[src/rtl/assert_macros.svh]
`ifndef ASSERT_MACROS_SVH
`define ASSERT_MACROS_SVH

`ifndef SYNTHESIS

// property must hold at every clock edge outside reset
`define I128DR_ASSERT(lbl, clk, rst_n, prop) \
    lbl: assert property (@(posedge clk) disable iff (!rst_n) prop) \
        else $error("i128dr assertion failed");

// condition must never be seen outside reset
`define I128DR_NEVER(lbl, clk, rst_n, cond) \
    lbl: assert property (@(posedge clk) disable iff (!rst_n) !(cond)) \
        else $error("i128dr forbidden condition seen");

`else

`define I128DR_ASSERT(lbl, clk, rst_n, prop)
`define I128DR_NEVER(lbl, clk, rst_n, cond)

`endif

`endif

[src/rtl/i128dr_pkg.sv]
package i128dr_pkg;

    localparam int FIELD_W            = 64;
    localparam int WIDE_W             = 2 * FIELD_W;
    localparam int DEF_OPERAND_WIDTH  = 128;

    typedef struct packed {
        logic               kind;
        logic [FIELD_W-1:0] dividend_hi;
        logic [FIELD_W-1:0] dividend_lo;
        logic [FIELD_W-1:0] divisor_hi;
        logic [FIELD_W-1:0] divisor_lo;
    } t_in_word;

    typedef struct packed {
        logic [FIELD_W-1:0] quotient_hi;
        logic [FIELD_W-1:0] quotient_lo;
        logic [FIELD_W-1:0] remainder_hi;
        logic [FIELD_W-1:0] remainder_lo;
        logic               divide_by_zero;
    } t_out_word;

    // control that travels along the pipeline with each word
    typedef struct packed {
        logic valid;
        logic qneg;
        logic rneg;
        logic dz;
    } t_ctrl;

endpackage

[src/rtl/i128dr_back.sv]
`include "assert_macros.svh"

module i128dr_back #(
    parameter int OPERAND_WIDTH = i128dr_pkg::DEF_OPERAND_WIDTH
) (
    input  logic                     i_clk,
    input  logic                     i_rst_n,
    input  i128dr_pkg::t_ctrl        i_ctrl,
    input  logic [OPERAND_WIDTH-1:0] i_quo,
    input  logic [OPERAND_WIDTH-1:0] i_rem,
    input  logic                     i_out_stall,
    output logic                     o_en,
    output logic                     o_out_valid,
    output i128dr_pkg::t_out_word    o_out_word
);

    localparam int W  = OPERAND_WIDTH;
    localparam int WW = i128dr_pkg::WIDE_W;
    localparam int FW = i128dr_pkg::FIELD_W;

    logic [W-1:0]          q_fix;
    logic [W-1:0]          r_fix;
    logic [WW-1:0]         q_ext;
    logic [WW-1:0]         r_ext;
    i128dr_pkg::t_out_word pipe_word;
    logic                  take;
    logic                  en;
    logic                  n_out_valid;
    logic                  n_skid_valid;

    logic                  r_out_valid;
    logic                  r_skid_valid;
    i128dr_pkg::t_out_word r_out_word;
    i128dr_pkg::t_out_word r_skid_word;

    always_comb begin
        q_fix = i_ctrl.qneg ? ('0 - i_quo) : i_quo;
        r_fix = i_ctrl.rneg ? ('0 - i_rem) : i_rem;
        q_ext = '0;
        r_ext = '0;
        if (!i_ctrl.dz) begin
            q_ext[W-1:0] = q_fix;
            r_ext[W-1:0] = r_fix;
        end
        pipe_word.quotient_hi    = q_ext[WW-1:FW];
        pipe_word.quotient_lo    = q_ext[FW-1:0];
        pipe_word.remainder_hi   = r_ext[WW-1:FW];
        pipe_word.remainder_lo   = r_ext[FW-1:0];
        pipe_word.divide_by_zero = i_ctrl.dz;
    end

    // skid slot catches the word leaving the pipeline while the output waits
    always_comb begin
        take         = ~r_out_valid | ~i_out_stall;
        en           = ~r_skid_valid;
        n_out_valid  = r_out_valid;
        n_skid_valid = r_skid_valid;
        if (take) begin
            if (r_skid_valid) begin
                n_out_valid  = 1'b1;
                n_skid_valid = 1'b0;
            end else begin
                n_out_valid  = i_ctrl.valid;
            end
        end else if (i_ctrl.valid && en) begin
            n_skid_valid = 1'b1;
        end
    end

    always_ff @(posedge i_clk) begin
        if (!i_rst_n) begin
            r_out_valid  <= 1'b0;
            r_skid_valid <= 1'b0;
        end else begin
            r_out_valid  <= n_out_valid;
            r_skid_valid <= n_skid_valid;
        end
    end

    always_ff @(posedge i_clk) begin
        if (take) begin
            r_out_word <= r_skid_valid ? r_skid_word : pipe_word;
        end else if (i_ctrl.valid && en) begin
            r_skid_word <= pipe_word;
        end
    end

    assign o_en        = en;
    assign o_out_valid = r_out_valid;
    assign o_out_word  = r_out_word;

    `I128DR_NEVER(a_skid_without_out, i_clk, i_rst_n, r_skid_valid && !r_out_valid)
    `I128DR_ASSERT(a_skid_fill_on_stall, i_clk, i_rst_n, $rose(r_skid_valid) |-> $past(r_out_valid && i_out_stall))
    `I128DR_ASSERT(a_dz_zero, i_clk, i_rst_n, (r_out_valid && r_out_word.divide_by_zero) |-> (r_out_word.quotient_hi == '0 && r_out_word.quotient_lo == '0 && r_out_word.remainder_hi == '0 && r_out_word.remainder_lo == '0))

endmodule
[config.mk]
export PLATFORM = sky130hd
export DESIGN_NAME = i128dr_back
export DESIGN_NICKNAME = d
export VERILOG_FILES = /design/src/rtl/i128dr_pkg.sv /design/src/rtl/i128dr_back.sv
export VERILOG_INCLUDE_DIRS = /design/src /design/src/rtl
export SDC_FILE = /design/constraint.sdc
export NUM_CORES = 1
export LEC_CHECK = 0
export CORE_MARGIN = 2
export CORE_UTILIZATION = 61
export CTS_CLUSTER_DIAMETER = 100
export DETAILED_ROUTE_END_ITERATION = 6
export DONT_BUFFER_PORTS = 1
export GPL_TIMING_DRIVEN = 0
export PLACE_DENSITY = 0.74
export SETUP_SLACK_MARGIN = 0.5
export SLEW_MARGIN = 20
export SYNTH_ARGS = -nofsm -noshare
export SYNTH_HDL_FRONTEND = slang
export SYNTH_SLANG_ARGS = --single-unit
[constraint.sdc]
create_clock -name i_clk -period 131.9 [get_ports i_clk]
set_input_delay 26.38 -clock i_clk [delete_from_list [all_inputs] [get_ports i_clk]]
set_output_delay 26.38 -clock i_clk [all_outputs]
set_load 0.02 [all_outputs]
==> summary.md <==
| Metric | Value |
|---|---|
| HP Class | `reg -> reg` |
| CTS sink count | `between 500 and 600` |
| Top_reg_cell synth | `edfxtp_1` |
| Critical path, cell by cell | `nor3_1 -> nand4_1 -> nor3_1 -> clkbuf_1 -> nand4_1 -> o41ai_1 -> xor2_1 -> o21ai_0` |
| Final wirelength | `89600 um` |
| 1st-iter DRT viols | `approximately 2.3k` |
| Max clock buf depth | `3` |
| Worst-margin pin slew | `1.24 ns` |
| Max_slew headroom | `0.170` |
| Placeable core area | `between 40000 and 50000 um2` |
| Placed Cells | `3024` |
| Power Dens Cells | `13.8 nW/um2` |
| Top cell type's share of synthesized area | `0.590` |
| IO buf count | `0` |
| Hold Path Cell Cnt | `2` |
| Leak pwr | `between 9 and 10 nW` |
| Crit path DAT | `29.85 ns` |
| Post-synth EDFFs | `roughly 510` |
| R2R Path Start | `r_skid_valid` |
| Vias per cell | `6.76` |
| CP Max Fanout | `10` |
| Post-CTS sizing | `0` |
| H-tree Lvls | `2` |
| Synthesis-to-layout area growth | `10.8%` |
| Area of the die | `44600 um2` |
| Period minus WS final | `29.50 ns` |
| CP required | `about 130 ns` |
| Layout cells sized above 1 | `0.0612` |
| Critical path startpoint | `i_quo[36]` |
| Largest cells by area after synthesis | `edfxtp_1 59%, xor2_1 7.7%, nand2_1 5.4%, o21ai_0 5.3%, nor2_1 4.7%` |
| Post-CTS Hold Buffers | `0` |
| Placed Area | `27200 um2` |
| Via count | `21.1k` |
| CP startpoint kind | `input pin` |
| CP endpoint kind | `register` |
| Worst path depth | `8` |
| Synth area leader | `edfxtp_1` |
| Row Count | `75` |
| Clock Tree Root | `clkbuf_16` |
| Routability Congestion | `1.00` |
| CP max stage delay | `between 0.8 and 0.9 ns` |
| Worst Reg-to-Reg Cells | `10` |
| PnR worst setup slack | `a little over 100 ns` |
| Endpoints failing hold | `0` |
| Clock Skew | `approximately 0.019 ns` |
| Crit path buf inv count | `1` |
| CTS Buf Count | `51` |
| Final Max Tran Viols | `0` |
| Seq/Total Area, Yosys | `0.592` |
| DRT antenna net count | `0` |
| Maximum clock frequency | `33.9 MHz` |
| Global route overflow | `0` |
| DRC Markers | `0` |
| Clock transition at path regs | `0.06 ns` |
| Slowest cell on crit path | `o41ai_1` |
| Unrepaired setup endpoints after global routing | `no` |
| Worst skew pair latency | `0.61 ns` |
| Final setup vio count | `0` |
| Final Cycle Share | `0.224` |
| TritonCTS clock tree | `built` |
| Wire per inst | `28.7 um` |
| Ys Warns | `0` |
| CP top delay family | `simple AND/OR/NAND/NOR gates` |
| Die height | `between 200 and 250 um` |
| Post-CTS Setup Bufs | `0` |
| Die width | `211 um` |
| DP Worst Slack | `101.89 ns` |
| First-pass GRT wire length | `about 130000 um` |
| Vias in the first global route | `approximately 21k` |
| Fin nets | `2803` |
| Synth Register Bits | `516` |
| Synth Area per Inst | `10.7 um2` |
| Hold Crit Start | `r_skid_word[132]` |
| Synth unique cells | `51` |
| Synthesized net count | `2717` |
| HPWL after detailed placement | `68300 um` |
| Diode count | `0` |
| Asr flop ratio synth | `0` |
| Post-Syn Area | `around 26000 um2` |
| Initial core utilization | `0.621` |
| Largest net degree at the start of global routing | `66` |
| Syn Inst Count | `between 2k and 2.5k` |
| Non-Filler Instances | `3119` |
| Initial antenna violation count | `2` |
| Number of fill cells | `3153` |
| Max Cap Viol | `0` |
| Crit Path Class | `in -> reg` |
| Fin Setup TNS | `0 ns` |
| VDD IR-drop max | `10.6 uV` |
| Total chip power | `0.400 mW` |
| Gr usage total | `0.396` |
| Pre-Repair DR Iteration Count | `6` |
| I/O Pins | `522` |
| Final Cell Area | `roughly 29000 um2` |
| Outcome | `finished, final reports clean` |
per-stage QoR:
stage | util | hold WS, ns
2_1_floorplan | - | 0.498
3_3_place_gp | 0.637 | 0.505
3_5_place_dp | 0.646 | 0.512
4_1_cts | 0.688 | 0.527
5_1_grt | 0.688 | 0.546
6_report | 0.688 | 0.525
flip-flops by register name, indices dropped and copies added (netlist names):
register,flops
o_out_valid,1
o_out_word,257
r_skid_valid,1
r_skid_word,257
power breakdown:
| group | switching, mW | total (mW) | leakage (nW) | internal (mW) |
|---|---|---|---|---|
| combinational | 0.0223 | 0.0323 | 3.44 | 0.00999 |
| sequential | 0.0170 | 0.212 | 5.23 | 0.195 |
| clock | 0.0634 | 0.156 | 0.863 | 0.0921 |
| total | 0.103 | 0.400 | 9.53 | 0.297 |
routing by layer:
metal / vias up / track usage / wire length, um / part of all wire
met5: - / 0 / 0 / 0
met4: 0 / 0.222 / 5680 / 0.063
met3: 313 / 0.136 / 10800 / 0.12
met2: 1433 / 0.652 / 42600 / 0.48
met1: 10144 / 0.452 / 30600 / 0.34
li1: 9204 / - / - / -
layout by cell type, fill, tap and decap left out, types with 13 or more instances in the layout:
cell type / n
or4_1: 34
o41ai_1: 35
buf_4: 21
or2_2: 13
nand3_1: 48
o31ai_1: 120
clkbuf_16: 52
nand2b_1: 15
nand4_1: 45
nor4_1: 53
o21ai_0: 279
nor4_2: 13
clkbuf_1: 130
nor2_1: 330
nor3_1: 58
edfxtp_1: 514
inv_1: 16
or3_1: 37
xnor2_1: 21
nand2_1: 372
xor2_1: 230
worst paths after layout:
kind,to,slack (ns)
worst max-delay path,o_out_word[256],102.40
worst min register to register,o_out_word[132],0.52
worst min-delay path,o_out_word[132],0.52
worst max register to register,r_skid_word[84],128.28
cells by family (layout without fill, tap and decap cells):
group | count (synthesis) | after routing | share of synthesized area
muxes | 3 | 3 | 0.00115
DFF | 516 | 516 | 0.592
AOI/OAI and AO/OA | 470 | 470 | 0.110
and+or+nand+nor | 1064 | 1064 | 0.191
xor gates and xnor gates | 251 | 251 | 0.0840
adders and majority gates | 2 | 2 | 0.000956
buffers and inverters | 146 | 274 | 0.0210
layout make-up:
cell class                      instances  area [um2]  area share
Timing Repair Buffer                   33         352      0.0121
Multi-Input combinational cell       1790       10200       0.350
Clock inverter                         35         452      0.0156
Inverter                               16        60.1     0.00207
Clock buffer                           60        1330      0.0459
Sequential cell                       516       15500       0.534
Tap cell                              539         674      0.0233
Buffer                                130         489      0.0169
tightest hold or removal path, cell delays in order (launching register included):
cell,delay [ns]
edfxtp_1,0.32
nand2_1,0.05
o31ai_1,0.05
Yosys cell counts, types with 3 or more instances:
library cell and n:
or3_1 37, and4_1 3, nor4_1 54, o31a_1 3
nand4_1 45, nand3_1 48, or4_1 34, o41ai_1 35
xnor2_1 21, nand2_1 373, mux2i_1 3, xor2_1 230
or4_4 7, and3_1 6, o21ai_1 8, clkbuf_1 122
buf_1 7, nor3_1 58, or2_2 13, nor2_1 330
nand3b_1 5, nand4b_1 6, edfxtp_1 514, a21oi_1 10
o41ai_2 3, o31ai_1 120, and2_1 3, inv_1 16
nand2b_1 15, o21ai_0 279, nor4_2 12, nor2b_1 4
(Power assumes the default switching activity.)
