File: src/rtl/assert_macros.svh
`ifndef ASSERT_MACROS_SVH
`define ASSERT_MACROS_SVH

`ifndef SYNTHESIS

// property must hold at every clock edge outside reset
`define I128DR_ASSERT(lbl, clk, rst_n, prop) \
    lbl: assert property (@(posedge clk) disable iff (!rst_n) prop) \
        else $error("i128dr assertion failed");

// condition must never be seen outside reset
`define I128DR_NEVER(lbl, clk, rst_n, cond) \
    lbl: assert property (@(posedge clk) disable iff (!rst_n) !(cond)) \
        else $error("i128dr forbidden condition seen");

`else

`define I128DR_ASSERT(lbl, clk, rst_n, prop)
`define I128DR_NEVER(lbl, clk, rst_n, cond)

`endif

`endif

File: src/rtl/i128dr_pkg.sv
package i128dr_pkg;

    localparam int FIELD_W            = 64;
    localparam int WIDE_W             = 2 * FIELD_W;
    localparam int DEF_OPERAND_WIDTH  = 128;

    typedef struct packed {
        logic               kind;
        logic [FIELD_W-1:0] dividend_hi;
        logic [FIELD_W-1:0] dividend_lo;
        logic [FIELD_W-1:0] divisor_hi;
        logic [FIELD_W-1:0] divisor_lo;
    } t_in_word;

    typedef struct packed {
        logic [FIELD_W-1:0] quotient_hi;
        logic [FIELD_W-1:0] quotient_lo;
        logic [FIELD_W-1:0] remainder_hi;
        logic [FIELD_W-1:0] remainder_lo;
        logic               divide_by_zero;
    } t_out_word;

    // control that travels along the pipeline with each word
    typedef struct packed {
        logic valid;
        logic qneg;
        logic rneg;
        logic dz;
    } t_ctrl;

endpackage

File: src/rtl/i128dr_front.sv
module i128dr_front #(
    parameter int OPERAND_WIDTH = i128dr_pkg::DEF_OPERAND_WIDTH
) (
    input  logic                     i_clk,
    input  logic                     i_rst_n,
    input  logic                     i_en,
    input  logic                     i_valid,
    input  i128dr_pkg::t_in_word     i_word,
    output i128dr_pkg::t_ctrl        o_ctrl,
    output logic [OPERAND_WIDTH-1:0] o_rem,
    output logic [OPERAND_WIDTH-1:0] o_nq,
    output logic [OPERAND_WIDTH-1:0] o_dvs
);

    localparam int W = OPERAND_WIDTH;

    logic [i128dr_pkg::WIDE_W-1:0] n_all;
    logic [i128dr_pkg::WIDE_W-1:0] d_all;
    logic [W-1:0]                  n_w;
    logic [W-1:0]                  d_w;
    logic                          nneg;
    logic                          dneg;
    i128dr_pkg::t_ctrl             n_ctrl;
    logic [W-1:0]                  n_nq;
    logic [W-1:0]                  n_dvs;

    i128dr_pkg::t_ctrl             r_ctrl;
    logic [W-1:0]                  r_nq;
    logic [W-1:0]                  r_dvs;

    always_comb begin
        n_all = {i_word.dividend_hi, i_word.dividend_lo};
        d_all = {i_word.divisor_hi, i_word.divisor_lo};
        n_w   = n_all[W-1:0];
        d_w   = d_all[W-1:0];
        nneg  = i_word.kind & n_w[W-1];
        dneg  = i_word.kind & d_w[W-1];
        n_nq  = nneg ? ('0 - n_w) : n_w;
        n_dvs = dneg ? ('0 - d_w) : d_w;
        n_ctrl.valid = i_valid;
        n_ctrl.qneg  = nneg ^ dneg;
        n_ctrl.rneg  = nneg;
        n_ctrl.dz    = (d_w == '0);
    end

    always_ff @(posedge i_clk) begin
        if (!i_rst_n) begin
            r_ctrl <= '0;
        end else if (i_en) begin
            r_ctrl <= n_ctrl;
        end
    end

    always_ff @(posedge i_clk) begin
        if (i_en) begin
            r_nq  <= n_nq;
            r_dvs <= n_dvs;
        end
    end

    assign o_ctrl = r_ctrl;
    assign o_rem  = '0;
    assign o_nq   = r_nq;
    assign o_dvs  = r_dvs;

endmodule

File: config.mk
export PLATFORM = sky130hd
export DESIGN_NAME = i128dr_front
export DESIGN_NICKNAME = d
export VERILOG_FILES = /design/src/rtl/assert_macros.svh /design/src/rtl/i128dr_pkg.sv /design/src/rtl/i128dr_front.sv
export SDC_FILE = /design/constraint.sdc
export NUM_CORES = 1
export LEC_CHECK = 0
export ABC_CLOCK_PERIOD_IN_PS = 2700
export BUFFER_PORTS_ARGS = -buffer_cell sky130_fd_sc_hd__buf_2
export CORE_AREA = 2 2 255 257
export CTS_CLUSTER_DIAMETER = 80
export CTS_CLUSTER_SIZE = 16
export DETAILED_ROUTE_END_ITERATION = 8
export DIE_AREA = 0 0 257 259
export PLACE_DENSITY_LB_ADDON = 0.12
export RECOVER_POWER = 25
export SYNTH_ARGS = -nofsm -noshare
export SYNTH_HDL_FRONTEND = slang
export SYNTH_SLANG_ARGS = --single-unit
File: constraint.sdc
create_clock -name i_clk -period 2.7 [get_ports i_clk]
set_clock_uncertainty 0.05 [all_clocks]
set_input_delay 0.135 -clock i_clk [delete_from_list [all_inputs] [get_ports i_clk]]
set_output_delay 0.135 -clock i_clk [all_outputs]
set_load 0.005 [all_outputs]
==> impl_summary.log <==
INFO  metric die-height = 259 um
INFO  metric dr_total_vias = 15790
INFO  metric horizontal_die_dimension = 257 um
INFO  metric synth_area = 0.01554 mm2
INFO  metric routed_wirelength = 75.22 mm
INFO  metric rr_startpoint = o_ctrl[1]
INFO  metric floorplan.core_area = 0.06388 mm2
INFO  metric clockRootBuffer = sky130_fd_sc_hd__clkbuf_16
INFO  metric count_of_flip_flops_with_a_built_in_enable_after_synthesis = 256
INFO  metric globalRouteTotalUtil = 0.2164
INFO  metric antenna_nets_post_route = 0
INFO  metric cts_tree = yes
INFO  metric route.detailed.drc = 0
INFO  metric vias_in_the_first_global_route = 16180
INFO  metric number_of_antenna_violations_at_the_first_check_in_global_routing = 4
INFO  metric area_growth_syn_to_layout = 57.35%
INFO  metric grt_max_degree = 69
INFO  metric globalRouteOverflowTotal = 0
INFO  metric detailedRoute.firstPassIterationCount = 5
INFO  metric met1Wirelength = 31.07 mm
INFO  metric failed_checks = capacitance limit, slew limit
INFO  metric placementRows = 93
INFO  metric clock_tree.buffer_depth = 3
INFO  metric cp.arrival = 2.94 ns
INFO  metric met2_length = 36.54 mm
INFO  metric ir_worst_vdd = 0.0004468 V
INFO  metric worst-path-max-fanout = 4
INFO  metric starting_utilization_of_the_core_area = 0.2433
INFO  metric min_period_over_period = 0.9908
INFO  metric synth.top_cells.by_area = sky130_fd_sc_hd__edfxtp_1, sky130_fd_sc_hd__xnor2_1, sky130_fd_sc_hd__xor2_1, sky130_fd_sc_hd__buf_4, sky130_fd_sc_hd__nor2_1
INFO  metric synth-seq-area-share = 0.4997
INFO  metric power-per-cell-area = 467.7 mW/mm2
INFO  metric grt_pass1_wl = 108.3 mm
INFO  metric met3WireLength = 5.462 mm
INFO  metric final-setup-viol-count = 0
INFO  metric synth_top_cells_by_count = sky130_fd_sc_hd__edfxtp_1, sky130_fd_sc_hd__buf_4, sky130_fd_sc_hd__xnor2_1, sky130_fd_sc_hd__xor2_1, sky130_fd_sc_hd__nor2_1
INFO  metric nets = 2779
INFO  metric worst-r2r-cell-count = 2
INFO  metric multi_input_comb_area = 0.007237 mm2
INFO  metric reg2reg_slack = 2.03 ns
INFO  metric cp_data_required_time = 2.96 ns
INFO  metric clk_pin_slew_worst_paths = 0.07 ns
INFO  metric comb_power_share = 0.203
INFO  metric gp_congestion = 0.8820
INFO  metric postCtsSetupRepairBufs = 0
INFO  metric register_bit_count_reported_by_yosys = 260
INFO  metric clock_insertion_delay_worst_skew = 0.57 ns
INFO  metric numClockSinks = 260
INFO  metric p_leak = 9.803 nW
INFO  metric fin_worst_hold_slack = 0.05128 ns
INFO  metric layout_min_cycle_time = 2.675 ns
INFO  metric synth_ff_type = sky130_fd_sc_hd__edfxtp_1
INFO  metric final_core_utilization = 0.3829
INFO  metric ff_latch_area = 0.007767 mm2
INFO  metric detailed_place_hpwl = 59.87 mm
INFO  metric finalWorstSetupSlack = 0.02485 ns
INFO  metric filler_cell_count = 6590
INFO  metric htree_levels = 1
INFO  metric dr.first_iter.drc_count = 966
INFO  metric synth_most_common_cell = sky130_fd_sc_hd__edfxtp_1
INFO  metric synthCells = 1462
INFO  metric worst-slew-pin-transition = 2.049 ns
INFO  metric synth_top_area_frac = 0.4946
INFO  metric power_frac_seq = 0.447
INFO  metric clock.fmax = 373.8 MHz
INFO  metric ios = 649
INFO  metric tritoncts.num_buffers = 27
INFO  metric wirelength_per_cell = 22.16 um
INFO  metric cell_taking_the_most_area_after_synthesis = sky130_fd_sc_hd__edfxtp_1
INFO  metric outcome = finished with violations
INFO  metric drv.max_cap_violation_count = 1
INFO  metric path_type_of_the_worst_setup_path = in -> reg
INFO  metric final-hold-violation-count = 0
INFO  metric end_kind = flop
INFO  metric die-area = 0.06656 mm2
INFO  metric setup.worst_path.start_class = input pin
INFO  metric total_switching_power = 3.300 mW
INFO  metric pre_cts_setup_slack = -0.5485 ns
INFO  metric yosysWarnings = 0
INFO  metric final_max_slew_viol_count = 69
INFO  metric port_buffers = 520
INFO  metric max-slew-margin-rel = -0.3661
INFO  metric yosys.cell_types.count = 55
INFO  metric total_power = 11.44 mW
INFO  metric top_signal_layer_used = met5
INFO  metric internal_dissipation = 8.139 mW
INFO  metric asyncSetResetFlopFracSynth = 0
INFO  metric layout-drive-gt1-share = 0.3498
INFO  metric crit_start = i_word[29]
INFO  metric setup_repair_after_global_routing_missed_its_margin = true
INFO  metric critPathCapture = o_dvs[109]
INFO  metric hold_path_class = in -> reg
INFO  metric final.setup.tns = 0 ns
INFO  metric timing.rr.end = o_ctrl[1]
INFO  metric p_clk_frac = 0.351
INFO  metric switching_share = 0.2885
INFO  metric avg_vias_per_cell = 4.650
INFO  metric synth_area_per_cell = 10.63 um2
worst min-delay path by stage:
stage | from | cells after the start | to | slack (ns)
final | i_word[154] | 4 | o_nq[28] | 0.05
after global routing | i_word[154] | 3 | o_nq[27] | 0.07
after CTS | i_en | 1 | o_dvs[127] | 0.008
after detailed placement | i_word[128] | 1 | o_nq[0] | 0.34
after global placement | i_word[128] | 1 | o_nq[0] | 0.35
after floorplan | i_word[0] | 0 | o_dvs[0] | 0.18
logic make-up after synthesis:
family	count (synthesis)	synth area share
flip-flops	260	0.4997
multiplexers	2	0.001288
other	1	0.0002413
adder cells (fa/ha/maj)	2	0.001610
AND/OR/NAND/NOR	552	0.1925
AO/OA/AOI/OAI	215	0.08959
buffers and inverters	181	0.07478
XOR/XNOR	249	0.1403
repair_timing:
action,4_1_cts,5_1_grt
resized for setup,0,23
setup endpoints to repair,0,30
hold buffers,277,0
endpoints found under the hold margin,258,0
per-stage QoR:
stage               instances  area, um2
floorplan                1589      16020
global placement         3065      20700
detailed placement       3065      20700
CTS                      3391      24370
global route             3394      24460
finish                   3395      24460
power groups by stage:
| stage | Combinational, mW | Clock [mW] | Sequential (mW) |
|---|---|---|---|
| after floorplan | 0.705 | 0 | 5.20 |
| after global placement | 1.96 | 0 | 5.20 |
| after detailed placement | 1.96 | 0 | 5.19 |
| after CTS | 2.32 | 4.14 | 5.11 |
| after global routing | 2.51 | 4.27 | 5.15 |
| final | 2.32 | 4.01 | 5.11 |
worst max-delay path: stages:
cell and delay (ns):
sky130_fd_sc_hd__dlygate4sd3_1 0.56, sky130_fd_sc_hd__buf_2 0.15, sky130_fd_sc_hd__or4_1 0.56, sky130_fd_sc_hd__nor4_2 0.30, sky130_fd_sc_hd__nand4_1 0.14, sky130_fd_sc_hd__buf_4 0.18, sky130_fd_sc_hd__nor4b_1 0.35, sky130_fd_sc_hd__buf_4 0.22
sky130_fd_sc_hd__a41oi_1 0.15, sky130_fd_sc_hd__xor2_1 0.19
metal layers:
layer | GRT usage | vias up
li1 | - | 7382
met1 | 0.2671 | 7724
met2 | 0.3741 | 592
met3 | 0.05282 | 88
met4 | 0.06202 | 2
met5 | 0 | -
cell type report:
class,count,area share
Timing Repair Buffer,1067,0.3039
Clock buffer,27,0.02762
Tap cell,855,0.04374
Antenna cell,4,0.0004092
Multi-Input combinational cell,1148,0.2959
Inverter,12,0.001842
Clock inverter,22,0.009055
Sequential cell,260,0.3176
flip-flops by register name, summed over array words and instances (netlist names):
| register | flops |
|---|---|
| o_dvs | 128 |
| o_nq | 128 |
| o_ctrl | 4 |
layout by cell type, fill, tap and decap left out, types with 10 or more instances in the layout:
| cell type | synthesis | final |
|---|---|---|
| sky130_fd_sc_hd__nand4_1 | 25 | 25 |
| sky130_fd_sc_hd__edfxtp_1 | 256 | 256 |
| sky130_fd_sc_hd__o21ai_0 | 46 | 46 |
| sky130_fd_sc_hd__nor4_1 | 68 | 59 |
| sky130_fd_sc_hd__xnor2_1 | 127 | 127 |
| sky130_fd_sc_hd__nand3_1 | 33 | 33 |
| sky130_fd_sc_hd__or3_1 | 42 | 42 |
| sky130_fd_sc_hd__a21oi_1 | 49 | 49 |
| sky130_fd_sc_hd__o41ai_1 | 19 | 18 |
| sky130_fd_sc_hd__nand2_1 | 73 | 70 |
| sky130_fd_sc_hd__a31oi_1 | 41 | 41 |
| sky130_fd_sc_hd__or2_2 | 14 | 14 |
| sky130_fd_sc_hd__clkbuf_16 | 0 | 27 |
| sky130_fd_sc_hd__or4_1 | 34 | 32 |
| sky130_fd_sc_hd__nor3_1 | 80 | 79 |
| sky130_fd_sc_hd__nand2b_1 | 10 | 10 |
| sky130_fd_sc_hd__and2_1 | 13 | 11 |
| sky130_fd_sc_hd__inv_1 | 12 | 12 |
| sky130_fd_sc_hd__buf_2 | 2 | 518 |
| sky130_fd_sc_hd__dlygate4sd3_1 | 0 | 277 |
| sky130_fd_sc_hd__xor2_1 | 122 | 122 |
| sky130_fd_sc_hd__buf_4 | 128 | 262 |
| sky130_fd_sc_hd__conb_1 | 1 | 128 |
| sky130_fd_sc_hd__nor2_1 | 116 | 115 |
| sky130_fd_sc_hd__o31ai_1 | 35 | 33 |
(Power assumes the default switching activity.)
