--- config.mk ---
export PLATFORM = sky130hd
export DESIGN_NAME = i128dr_step
export DESIGN_NICKNAME = d
export VERILOG_FILES = /design/src/rtl/assert_macros.svh /design/src/rtl/i128dr_pkg.sv /design/src/rtl/i128dr_step.sv
export SDC_FILE = /design/constraint.sdc
export NUM_CORES = 1
export LEC_CHECK = 0
export CAP_MARGIN = 20
export CELL_PAD_IN_SITES_DETAIL_PLACEMENT = 1
export CELL_PAD_IN_SITES_GLOBAL_PLACEMENT = 2
export CORE_AREA = 5 5 296 298
export CTS_CLUSTER_DIAMETER = 30
export DETAILED_ROUTE_END_ITERATION = 12
export DIE_AREA = 0 0 301 303
export DONT_BUFFER_PORTS = 1
export GPL_ROUTABILITY_DRIVEN = 0
export PLACE_DENSITY_LB_ADDON = 0.15
export REMOVE_ABC_BUFFERS = 1
export SYNTH_ARGS = -nofsm -noshare
export SYNTH_HDL_FRONTEND = slang
export SYNTH_SLANG_ARGS = --single-unit
--- constraint.sdc ---
create_clock -name i_clk -period 4.46 [get_ports i_clk]
set_input_delay 1.115 -clock i_clk [delete_from_list [all_inputs] [get_ports i_clk]]
set_output_delay 1.115 -clock i_clk [all_outputs]
set_load 0.1 [all_outputs]
--- src/rtl/assert_macros.svh ---
`ifndef ASSERT_MACROS_SVH
`define ASSERT_MACROS_SVH

`ifndef SYNTHESIS

// property must hold at every clock edge outside reset
`define I128DR_ASSERT(lbl, clk, rst_n, prop) \
    lbl: assert property (@(posedge clk) disable iff (!rst_n) prop) \
        else $error("i128dr assertion failed");

// condition must never be seen outside reset
`define I128DR_NEVER(lbl, clk, rst_n, cond) \
    lbl: assert property (@(posedge clk) disable iff (!rst_n) !(cond)) \
        else $error("i128dr forbidden condition seen");

`else

`define I128DR_ASSERT(lbl, clk, rst_n, prop)
`define I128DR_NEVER(lbl, clk, rst_n, cond)

`endif

`endif

--- src/rtl/i128dr_pkg.sv ---
package i128dr_pkg;

    localparam int FIELD_W            = 64;
    localparam int WIDE_W             = 2 * FIELD_W;
    localparam int DEF_OPERAND_WIDTH  = 128;

    typedef struct packed {
        logic               kind;
        logic [FIELD_W-1:0] dividend_hi;
        logic [FIELD_W-1:0] dividend_lo;
        logic [FIELD_W-1:0] divisor_hi;
        logic [FIELD_W-1:0] divisor_lo;
    } t_in_word;

    typedef struct packed {
        logic [FIELD_W-1:0] quotient_hi;
        logic [FIELD_W-1:0] quotient_lo;
        logic [FIELD_W-1:0] remainder_hi;
        logic [FIELD_W-1:0] remainder_lo;
        logic               divide_by_zero;
    } t_out_word;

    // control that travels along the pipeline with each word
    typedef struct packed {
        logic valid;
        logic qneg;
        logic rneg;
        logic dz;
    } t_ctrl;

endpackage

--- src/rtl/i128dr_step.sv ---
module i128dr_step #(
    parameter int OPERAND_WIDTH = i128dr_pkg::DEF_OPERAND_WIDTH
) (
    input  logic                     i_clk,
    input  logic                     i_rst_n,
    input  logic                     i_en,
    input  i128dr_pkg::t_ctrl        i_ctrl,
    input  logic [OPERAND_WIDTH-1:0] i_rem,
    input  logic [OPERAND_WIDTH-1:0] i_nq,
    input  logic [OPERAND_WIDTH-1:0] i_dvs,
    output i128dr_pkg::t_ctrl        o_ctrl,
    output logic [OPERAND_WIDTH-1:0] o_rem,
    output logic [OPERAND_WIDTH-1:0] o_nq,
    output logic [OPERAND_WIDTH-1:0] o_dvs
);

    localparam int W = OPERAND_WIDTH;

    logic [W-1:0] rem_sh;
    logic [W:0]   diff;
    logic         ge;
    logic [W-1:0] n_rem;
    logic [W-1:0] n_nq;

    i128dr_pkg::t_ctrl r_ctrl;
    logic [W-1:0]      r_rem;
    logic [W-1:0]      r_nq;
    logic [W-1:0]      r_dvs;

    // dividend bits leave at the top of nq while quotient bits enter below
    always_comb begin
        rem_sh = {i_rem[W-2:0], i_nq[W-1]};
        diff   = {1'b0, rem_sh} - {1'b0, i_dvs};
        ge     = ~diff[W];
        n_rem  = ge ? diff[W-1:0] : rem_sh;
        n_nq   = {i_nq[W-2:0], ge};
    end

    always_ff @(posedge i_clk) begin
        if (!i_rst_n) begin
            r_ctrl <= '0;
        end else if (i_en) begin
            r_ctrl <= i_ctrl;
        end
    end

    always_ff @(posedge i_clk) begin
        if (i_en) begin
            r_rem <= n_rem;
            r_nq  <= n_nq;
            r_dvs <= i_dvs;
        end
    end

    assign o_ctrl = r_ctrl;
    assign o_rem  = r_rem;
    assign o_nq   = r_nq;
    assign o_dvs  = r_dvs;

endmodule

==> flow_metrics.py, run 1 <==
metrics = {
    "die": {
        "ios": 779,
        "die-area_um2": 91200,
        "rows": 107,
        "core_um2": 84610,
        "die_h_um": 303,
        "die_x_um": 301,
        "start_util_pct": 26.38,
    },
    "clock_tree": {
        "cts_made_buffers": 92,
        "cts.clk_slew.worst_paths_ns": 0.05,
        "cts_hold_buf": 0,
        "clockBufferDepth": 3,
        "cts_tree": "built",
        "insertion_delay_ns": 0.64,
        "cts.sinks": 388,
        "htreeDepth": 3,
        "cts-root-buf": "clkbuf_16",
    },
    "placement": {
        "place_area_um2": 26420,
        "detailed_place_hpwl_um": 76280,
        "place_ws_ns": -0.5890,
        "port_buffers": 0,
    },
    "sta": {
        "holdWs_ns": 0.5579,
        "setup_viol": 0,
        "finalHoldViolCount": 0,
        "tns_ns": 0,
        "finalMaxSlewViolations": 0,
        "setup_ws_ns": 0.2066,
        "worstMarginPinSlew_ns": 1.083,
        "min_period_over_period_pct": 95.37,
        "finClkSkew_ns": 0,
        "max_freq_mhz": 235.1,
        "finalCriticalPeriod_ns": 4.253,
        "relSlewSlack_pct": 27.93,
        "rsz0062_at_grt": "false",
    },
    "power": {
        "p_leak_nw": 12.12,
        "power_density_nw_per_um2": 554.4,
        "peakVddDrop_mv": 0.4781,
        "power_mw": 16.43,
    },
    "yosys": {
        "seq_area_frac_synth_pct": 52.01,
        "yosys.area.top_type_share_pct": 51.65,
        "synth-seq-cells": 388,
        "ys_types": 87,
        "synth_area_leaders": "edfxtp_1 (52%), ha_1 (7.2%), a21oi_1 (5.3%)",
        "async_flop_share_pct": 0,
        "synthCells": 2145,
        "synth_area_um2": 22320,
        "synthFlopType": "edfxtp_1",
        "synthTopCellsByCount": "edfxtp_1 (384), a21oi_1 (236), nor2_1 (213), inv_1 (180), nand2_1 (151)",
        "yosysTopAreaCell": "edfxtp_1",
        "yosysMostFrequentCell": "edfxtp_1",
        "avgSynthCellArea_um2": 10.41,
        "synth-edff-count": 384,
        "yosys_warnings": 0,
    },
    "grt": {
        "grt_overflow": 0,
        "grt.total_usage_pct": 19.32,
        "antenna_found_initial": 10,
        "grt_max_degree": 389,
        "grt_pass1_wl_um": 131600,
        "grt_pass1_vias": 19400,
    },
    "worst_setup_path": {
        "end_kind": "flop",
        "crit_type": "primary input to flop",
        "worstPathArrival_ns": 4.62,
        "path_max_fanout": 4,
        "setup.worst_path.start_class": "primary input",
        "required_ns": 4.83,
        "r2r_cells": 2,
    },
    "flow_run": {
        "cap_violations": 0,
    },
    "final_layout": {
        "post_route_cells_drive_above_1_share_pct": 24.70,
        "fin_area_um2": 29630,
        "finalNetCount": 3069,
        "area_growth_pct": 32.75,
    },
    "route": {
        "wl_per_cell_um": 24.48,
        "first_pass_iters": 5,
        "drt-initial-drc-count": 783,
        "vias": 18070,
        "ant_nets": 0,
        "drcViolationCount": 0,
        "routed_wl_um": 92380,
        "drt-vias-per-instance": 4.787,
    },
    "hold_path": {
        "holdPathStages": 0,
        "worstHoldPathType": "primary input to flop",
    },
    "status": {
        "status": "complete, no violations",
    },
}
## layout make-up
type	count	area [um2]
clock buffers	108	2384
repair buffers	409	3174
flip-flops and latches	388	11610
well taps	1144	1431
diodes	2	5.005
fillers	9546	54980
multi-input cells	1477	9537
inverters	181	686.9
clock inverters	65	805.8
## logic make-up after synthesis
logic type               Yosys count  share of synthesized area (%)
multiplexers                       6                         0.2802
buffers and inverters            280                          5.336
flip-flops                       388                          52.01
adder cells (fa/ha/maj)          129                          7.264
AO/OA/AOI/OAI                    658                          18.74
XOR/XNOR                         116                          4.551
AND/OR/NAND/NOR                  568                          11.82
## placed cells by master (no fill, tap or decap), types with 6 or more instances in the layout
cell          n
o31a_1        6
clkbuf_1     15
clkinv_2      8
inv_8         6
xnor2_1      66
o31ai_1      11
buf_12        8
nor3_1       21
and2_1        8
a31oi_1      14
a21o_1       65
nor2b_1      21
clkinvlp_4    8
and3_1        7
a21boi_0     10
clkbuf_16    93
o21bai_1     36
clkinv_4      8
bufinv_16     9
inv_1       180
nand4_1      69
nor2_1      213
nand2_1     151
edfxtp_1    384
inv_6        16
ha_1        128
a21oi_2      51
buf_4       400
or2_2         9
nand3_1      16
nor4_1        8
a211oi_1     10
a21oi_1     235
or3_1        11
o21ai_0     136
o21a_1       27
xor2_1       50
nand2b_1     17
## power by group
part	internal [mW]	switching (mW)
Sequential	4.51	2.80
Combinational	1.03	1.32
Clock	4.44	2.33
## worst max-delay path, cell delays in order
cell	delay, ns
inv_1	0.02
ha_1	0.25
nor2b_1	0.26
o31a_1	0.21
a211oi_2	0.09
a31oi_1	0.17
buf_4	0.16
nand3_1	0.21
a311o_1	0.46
a21oi_1	0.28
buf_12	0.17
a31oi_1	0.16
buf_4	0.19
o21ai_1	0.28
buf_4	0.18
a21oi_1	0.09
xnor2_1	0.19
o21ai_0	0.10
## sequential cells by signal, indices dropped and copies added (netlist names)
register / cells
o_nq: 128
o_rem: 128
o_dvs: 128
o_ctrl: 4
## worst paths after layout
kind                                  to                   start  slack (ns)
setup / recovery    o_rem[113]$_DFFE_PP_                i_dvs[1]        0.21
hold / removal       o_dvs[61]$_DFFE_PP_               i_dvs[61]        0.56
setup reg to reg  o_ctrl[1]$_SDFFE_PN0P_  o_ctrl[1]$_SDFFE_PN0P_        3.09
hold reg to reg   o_ctrl[3]$_SDFFE_PN0P_  o_ctrl[3]$_SDFFE_PN0P_        1.02
## through the flow
step,cells,util [%]
after floorplan,2046,-
final,3774,35.02
after CTS,3772,35.00
after global placement,3599,31.23
after detailed placement,3599,31.23
after global routing,3772,35.02
## metal layers
layer,track usage [%],routed length [um],vias to the layer above
met1,22.13,36550,8740
met5,0,55,-
met3,7.413,7831,94
li1,-,-,8641
met4,4.239,1527,8
met2,34.40,46410,582
## what timing repair did
item | in CTS | in global routing
endpoints found under the setup margin | 0 | 9
buffers inserted | 0 | 0
gates resized for setup | 0 | 7
No activity file was read; power rests on OpenSTA's default activity.
==> run 2, diff against run 1 <==
--- a/config.mk
+++ b/config.mk
@@ -5,13 +5,14 @@
 export SDC_FILE = /design/constraint.sdc
 export NUM_CORES = 1
 export LEC_CHECK = 0
+export ABC_AREA = 1
 export CAP_MARGIN = 20
 export CELL_PAD_IN_SITES_DETAIL_PLACEMENT = 1
 export CELL_PAD_IN_SITES_GLOBAL_PLACEMENT = 2
-export CORE_AREA = 5 5 296 298
+export CORE_MARGIN = 5
+export CORE_UTILIZATION = 30
 export CTS_CLUSTER_DIAMETER = 30
 export DETAILED_ROUTE_END_ITERATION = 12
-export DIE_AREA = 0 0 301 303
 export DONT_BUFFER_PORTS = 1
 export GPL_ROUTABILITY_DRIVEN = 0
 export PLACE_DENSITY_LB_ADDON = 0.15
==> flow_metrics.py, run 2 <==
metrics = {
    "power": {
        "power_density_nw_per_um2": 515.9,
        "p_leak_nw": 17.01,
        "power_mw": 16.80,
        "peakVddDrop_mv": 0.2896,
    },
    "grt": {
        "antenna_found_initial": 17,
        "grt.total_usage_pct": 25.60,
        "grt_overflow": 0,
        "grt_pass1_wl_um": 181800,
        "grt_max_degree": 390,
        "grt_pass1_vias": 25350,
    },
    "yosys": {
        "yosysTopAreaCell": "edfxtp_1",
        "synthCells": 3999,
        "seq_area_frac_synth_pct": 41.88,
        "synth_compound_area_share_pct": 3.836,
        "synth_top_family_by_area": "simple AND/OR/NAND/NOR gates",
        "synth_area_um2": 27730,
        "avgSynthCellArea_um2": 6.933,
        "synthFlopType": "edfxtp_1",
        "async_flop_share_pct": 0,
        "synth_xor_area_share_pct": 1.958,
        "yosysMostFrequentCell": "nand2_1",
        "yosys_warnings": 0,
        "synth-seq-cells": 388,
        "synth.area.mux_share_pct": 0,
        "synth_fa_ha_area_share_pct": 5.848,
        "synthTopCellsByCount": "nand2_1 (1661), inv_1 (960), edfxtp_1 (384), nor2_1 (297), nand3_1 (153)",
        "synth-edff-count": 384,
        "synth-simple-area-share_pct": 32.16,
        "synth_area_leaders": "edfxtp_1 (42%), nand2_1 (22%), inv_1 (13%)",
        "yosys.area.top_type_share_pct": 41.59,
        "ys_types": 33,
    },
    "final_layout": {
        "area_growth_pct": 17.48,
        "final_cell_mix": "nand2_1 (1661), inv_1 (960), edfxtp_1 (384), nor2_1 (297), nand3_1 (153)",
        "register_area_um2": 11610,
        "fin_cells": 5375,
        "multi_input_area_um2": 12150,
        "final_common_cell": "nand2_1",
        "finalNetCount": 4621,
        "nFillCells": 11440,
        "post_route_cells_drive_above_1_share_pct": 7.725,
    },
    "placement": {
        "dp.cells": 5191,
        "port_buffers": 0,
        "detailed_place_hpwl_um": 114100,
    },
    "die": {
        "die-area_um2": 98600,
        "die_x_um": 314.0,
        "core_um2": 91660,
        "rows": 111,
        "die_h_um": 314.0,
        "start_util_pct": 30.25,
        "ios": 779,
    },
    "sta": {
        "holdWs_ns": 0.5128,
        "rsz0062_at_grt": "false",
        "finalMaxSlewViolations": 128,
        "tns_ns": 0,
        "min_period_over_period_pct": 76.98,
        "finClkSkew_ns": 0,
        "finalCriticalPeriod_ns": 3.433,
        "finalHoldViolCount": 0,
        "relSlewSlack_pct": -25.78,
        "setup_viol": 0,
        "worstMarginPinSlew_ns": 1.887,
        "max_freq_mhz": 291.3,
    },
    "flow_run": {
        "cap_violations": 0,
    },
    "hold_path": {
        "min_from": "i_nq[93]",
        "worstHoldPathType": "primary input to flop",
        "holdPathStages": 0,
        "holdPathEnd": "o_nq[94]$_DFFE_PP_",
    },
    "status": {
        "violations": "max-slew violations",
        "status": "complete, but fails checks",
    },
    "worst_setup_path": {
        "crit_slowest_cell": "nand3_1",
        "end_kind": "flop",
        "crit_family": "simple AND/OR/NAND/NOR gates",
        "rr_startpoint": "o_ctrl[0]$_SDFFE_PN0P_",
        "required_ns": 4.87,
        "worstPathArrival_ns": 3.84,
        "worstPathCellList": "inv_1 > ha_1 > nand2_1 > nor2_1 > nand3_1 > nand3_1 > nand2_1 > nand2_1 > nand3_1 > nand2_1 > nand2_1 > nand2_1 > nand2_1 > nand3_1 > nand2_1",
        "setup.worst_path.start_class": "primary input",
        "path_max_fanout": 4,
        "crit_type": "primary input to flop",
        "r2r_end": "o_ctrl[0]$_SDFFE_PN0P_",
        "r2r_cells": 2,
        "r2r_setup_slack_ns": 3.09,
        "crit_buf_inv": 1,
        "cpMostUsedCell": "nand2_1",
        "cpPeakStageDelay_ns": 0.38,
    },
    "clock_tree": {
        "htreeDepth": 3,
        "cts_resized": 0,
        "cts_made_buffers": 94,
        "insertion_delay_ns": 0.69,
        "cts_tree": "built",
        "postCtsSetupBuffers": 0,
        "cts.clk_slew.worst_paths_ns": 0.05,
        "clockBufferDepth": 3,
        "cts-root-buf": "clkbuf_16",
        "cts.sinks": 388,
        "cts_hold_buf": 0,
    },
    "route": {
        "drt-initial-drc-count": 1401,
        "routed_wl_um": 131600,
        "vias": 24780,
        "drcViolationCount": 0,
        "first_pass_iters": 5,
        "wl_per_cell_um": 24.49,
        "drt-vias-per-instance": 4.609,
        "ant_nets": 0,
    },
}
-- run 2: cell count changes after synthesis, sizes merged, moves of 47 or more --
cell    previous run  this run
nand2            152      1710
inv              181       979
a21oi            286        94
nand3             16       153
nor2             213       309
o21ai            142        69
a21o              65         0
nand4             70        17
clkbuf            47         0
-- run 2: area by class of cell --
type                    instances  area share, %
diodes                          8        0.06146
well taps                    1186          4.556
flip-flops and latches        388          35.65
multi-input cells            2600          37.29
clock buffers                 103          7.325
repair buffers                 34          1.014
clock inverters                73          2.762
inverters                     983          11.35
-- run 2: metrics by stage --
stage	instance area (um2)	util [%]	setup slack (ns)
after global routing	32570	35.53	0.8801
after floorplan	27450	-	-0.7788
after global placement	29270	31.93	0.4596
after CTS	32550	35.51	1.129
after detailed placement	29270	31.93	0.4005
final	32570	35.54	1.027
-- run 2: per-layer routing --
| layer | track usage, % | wire length, um | vias to the layer above |
|---|---|---|---|
| met5 | 0 | 13 | - |
| met4 | 6.467 | 2555 | 2 |
| met3 | 4.700 | 7414 | 114 |
| met2 | 45.68 | 66000 | 667 |
| met1 | 32.00 | 55660 | 11760 |
| li1 | - | - | 12240 |
-- run 2: where the power goes --
group | switching [mW] | internal (mW) | leakage, nW | total (mW)
sequential | 2.80 | 4.51 | 3.79 | 7.31
clock | 2.39 | 4.52 | 1.55 | 6.92
combinational | 1.83 | 0.751 | 11.7 | 2.58
total | 7.02 | 9.79 | 17.0 | 16.8
-- run 2: how the worst max path moves through the flow --
stage,cells after the start,end,startpoint,slack (ns)
2_1_floorplan,15,o_rem[0]$_DFFE_PP_,i_dvs[3],-0.78
3_3_place_gp,19,o_rem[124]$_DFFE_PP_,i_nq[127],0.46
3_5_place_dp,19,o_rem[127]$_DFFE_PP_,i_dvs[2],0.40
4_1_cts,17,o_rem[120]$_DFFE_PP_,i_nq[127],1.13
5_1_grt,19,o_rem[127]$_DFFE_PP_,i_dvs[2],0.88
6_report,15,o_rem[113]$_DFFE_PP_,i_dvs[7],1.03
-- run 2: worst reg2reg max path, delay by kind of cell (launching register included) --
family | cells | cell delay [ns]
AND/OR/NAND/NOR | 1 | 0.13
flip-flops | 1 | 0.97
AO/OA/AOI/OAI | 1 | 0.21
-- run 2: logic make-up after synthesis --
kind of cell	count (synthesis)
AOI/OAI and AO/OA	172
DFF	388
buffers and inverters	1011
adders and majority gates	129
and+or+nand+nor	2237
xor gates and xnor gates	62
==> run 3, diff against run 2 <==
==> constraint.sdc (replaced) <==
create_clock -name i_clk -period 3.3 [get_ports i_clk]
set_input_delay 0.825 -clock i_clk [delete_from_list [all_inputs] [get_ports i_clk]]
set_output_delay 0.825 -clock i_clk [all_outputs]
set_load 0.1 [all_outputs]
==> flow_metrics.py, run 3 (synthesis gave the netlist of run 2 again) <==
metrics = {
    "status": {
        "status": "complete, but fails checks",
        "violations": "max-slew violations",
    },
    "grt": {
        "top_usage_layer": "met2",
        "grt_overflow": 0,
        "met1_usage_pct": 32.22,
        "use_met2_pct": 46.66,
        "antenna_found_initial": 13,
        "grt_pass1_wl_um": 186400,
        "globalRouteMet3Util_pct": 5.418,
        "grt_pass1_vias": 26980,
        "grt.total_usage_pct": 26.16,
        "grt_max_degree": 390,
    },
    "route": {
        "first_pass_iters": 5,
        "drt-initial-drc-count": 1393,
        "drcViolationCount": 0,
        "vias": 26070,
        "routed_wl_um": 134000,
        "wl_per_cell_um": 23.26,
        "ant_nets": 0,
        "drt-vias-per-instance": 4.526,
    },
    "worst_setup_path": {
        "path_max_fanout": 4,
        "cpPeakStageDelay_ns": 0.46,
        "cpMostUsedCell": "nand2_1",
        "required_ns": 3.66,
        "crit_type": "primary input to flop",
        "end_kind": "flop",
        "worstPathCellList": "inv_1 > ha_1 > nand2_1 > nor2_1 > inv_1 > nor2_1 > nand2_1 > nor2_1 > nand2_1 > nand3_1 > nand2_1 > nand3_1 > nand2_1 > nand3_1 > nand2_1",
        "setup.worst_path.start_class": "primary input",
        "worstPathArrival_ns": 3.24,
        "crit_slowest_cell": "ha_1",
    },
    "die": {
        "core_um2": 91660,
        "die-area_um2": 98600,
        "die_x_um": 314.0,
        "ios": 779,
        "start_util_pct": 30.25,
        "die_h_um": 314.0,
        "rows": 111,
    },
    "final_layout": {
        "final_cell_mix": "nand2_1 (1661), inv_1 (960), buf_4 (404), edfxtp_1 (384), nor2_1 (297)",
        "nFillCells": 11480,
        "fin_util_pct": 39.00,
        "final_common_cell": "nand2_1",
        "post_route_cells_drive_above_1_share_pct": 15.59,
        "area_growth_pct": 28.94,
        "finalNetCount": 5012,
    },
    "sta": {
        "rsz0062_at_grt": "false",
        "worstMarginPinSlew_ns": 1.691,
        "holdWs_ns": 0.2293,
        "finClkSkew_ns": 0,
        "min_period_over_period_pct": 87.17,
        "setup_viol": 0,
        "relSlewSlack_pct": -12.71,
        "finalHoldViolCount": 0,
        "setup_ws_ns": 0.4234,
        "max_freq_mhz": 347.6,
        "finalCriticalPeriod_ns": 2.877,
        "finalMaxSlewViolations": 77,
    },
    "clock_tree": {
        "cts_hold_buf": 0,
        "cts_resized": 0,
        "cts_made_buffers": 92,
        "cts_tree": "built",
        "htreeDepth": 3,
        "insertion_delay_ns": 0.67,
        "cts.sinks": 388,
        "cts.clk_slew.worst_paths_ns": 0.05,
        "postCtsSetupBuffers": 0,
        "cts-root-buf": "clkbuf_16",
        "clockBufferDepth": 3,
    },
    "power": {
        "p_leak_nw": 19.04,
        "peakVddDrop_mv": 0.3456,
        "power_density_nw_per_um2": 658.7,
    },
    "placement": {
        "place_ws_ns": -0.1976,
        "port_buffers": 0,
        "detailed_place_hpwl_um": 116700,
    },
    "flow_run": {
        "cap_violations": 0,
    },
    "hold_path": {
        "worstHoldPathType": "primary input to flop",
    },
}
-- run 3: cell types whose count changed in the layout (fill, tap and decap cells not counted), moves of 3 or more --
cell       before  now
clkinv_2       12    5
clkbuf_8        0    3
buf_12          6   23
buf_4          28  404
inv_6          12    9
bufinv_16      10   13
inv_8           3    6
-- run 3: path summary, 6_finish.rpt --
kind	from	end	slack, ns	cells after the start
min	i_nq[111]	o_nq[112]$_DFFE_PP_	0.23	0
max	i_dvs[36]	o_rem[105]$_DFFE_PP_	0.42	15
min reg2reg	o_ctrl[0]$_SDFFE_PN0P_	o_ctrl[0]$_SDFFE_PN0P_	1.04	2
max reg2reg	o_ctrl[0]$_SDFFE_PN0P_	o_ctrl[0]$_SDFFE_PN0P_	1.93	2
-- run 3: where the power goes --
part	switching [mW]	internal (mW)	leakage [nW]
registers	3.72	6.10	3.79
clock network	3.24	6.30	1.57
logic	2.65	1.54	13.7
total	9.61	13.9	19.0
-- run 3: worst max-delay path, delay by kind of cell --
family | cells | cell delay, ns
AND/OR/NAND/NOR | 12 | 1.85
adder cells (fa/ha/maj) | 1 | 0.46
buffers and inverters | 2 | 0.11
-- run 3: metal layers --
layer	share of wire, %	wire length, um
met5	0.016	21
met4	2.3	3127
met3	5.9	7912
met2	50	66520
met1	42	56390
-- run 3: final cells by class --
type                       count  area [um2]  share of cell area [%]
clock inverter                68       935.9                   2.618
antenna                        6       15.01                 0.04200
multi-input combinational   2600       12150                   33.97
timing repair buffer         427        3493                   9.771
sequential                   388       11610                   32.48
tap                         1186        1484                   4.151
inverter                     983        3697                   10.34
clock buffer                 102        2370                   6.628
-- run 3: stage by stage --
| step | power, mW | instance area (um2) | setup TNS, ns | cells |
|---|---|---|---|---|
| floorplan | 11.98 | 27450 | -192.56 | 3971 |
| global placement | 14.07 | 32430 | -9.841 | 5584 |
| detailed placement | 14.11 | 32430 | -12.00 | 5584 |
| CTS | 23.79 | 35740 | 0 | 5754 |
| global route | 24.54 | 35750 | 0 | 5758 |
| finish | 23.55 | 35750 | 0 | 5760 |
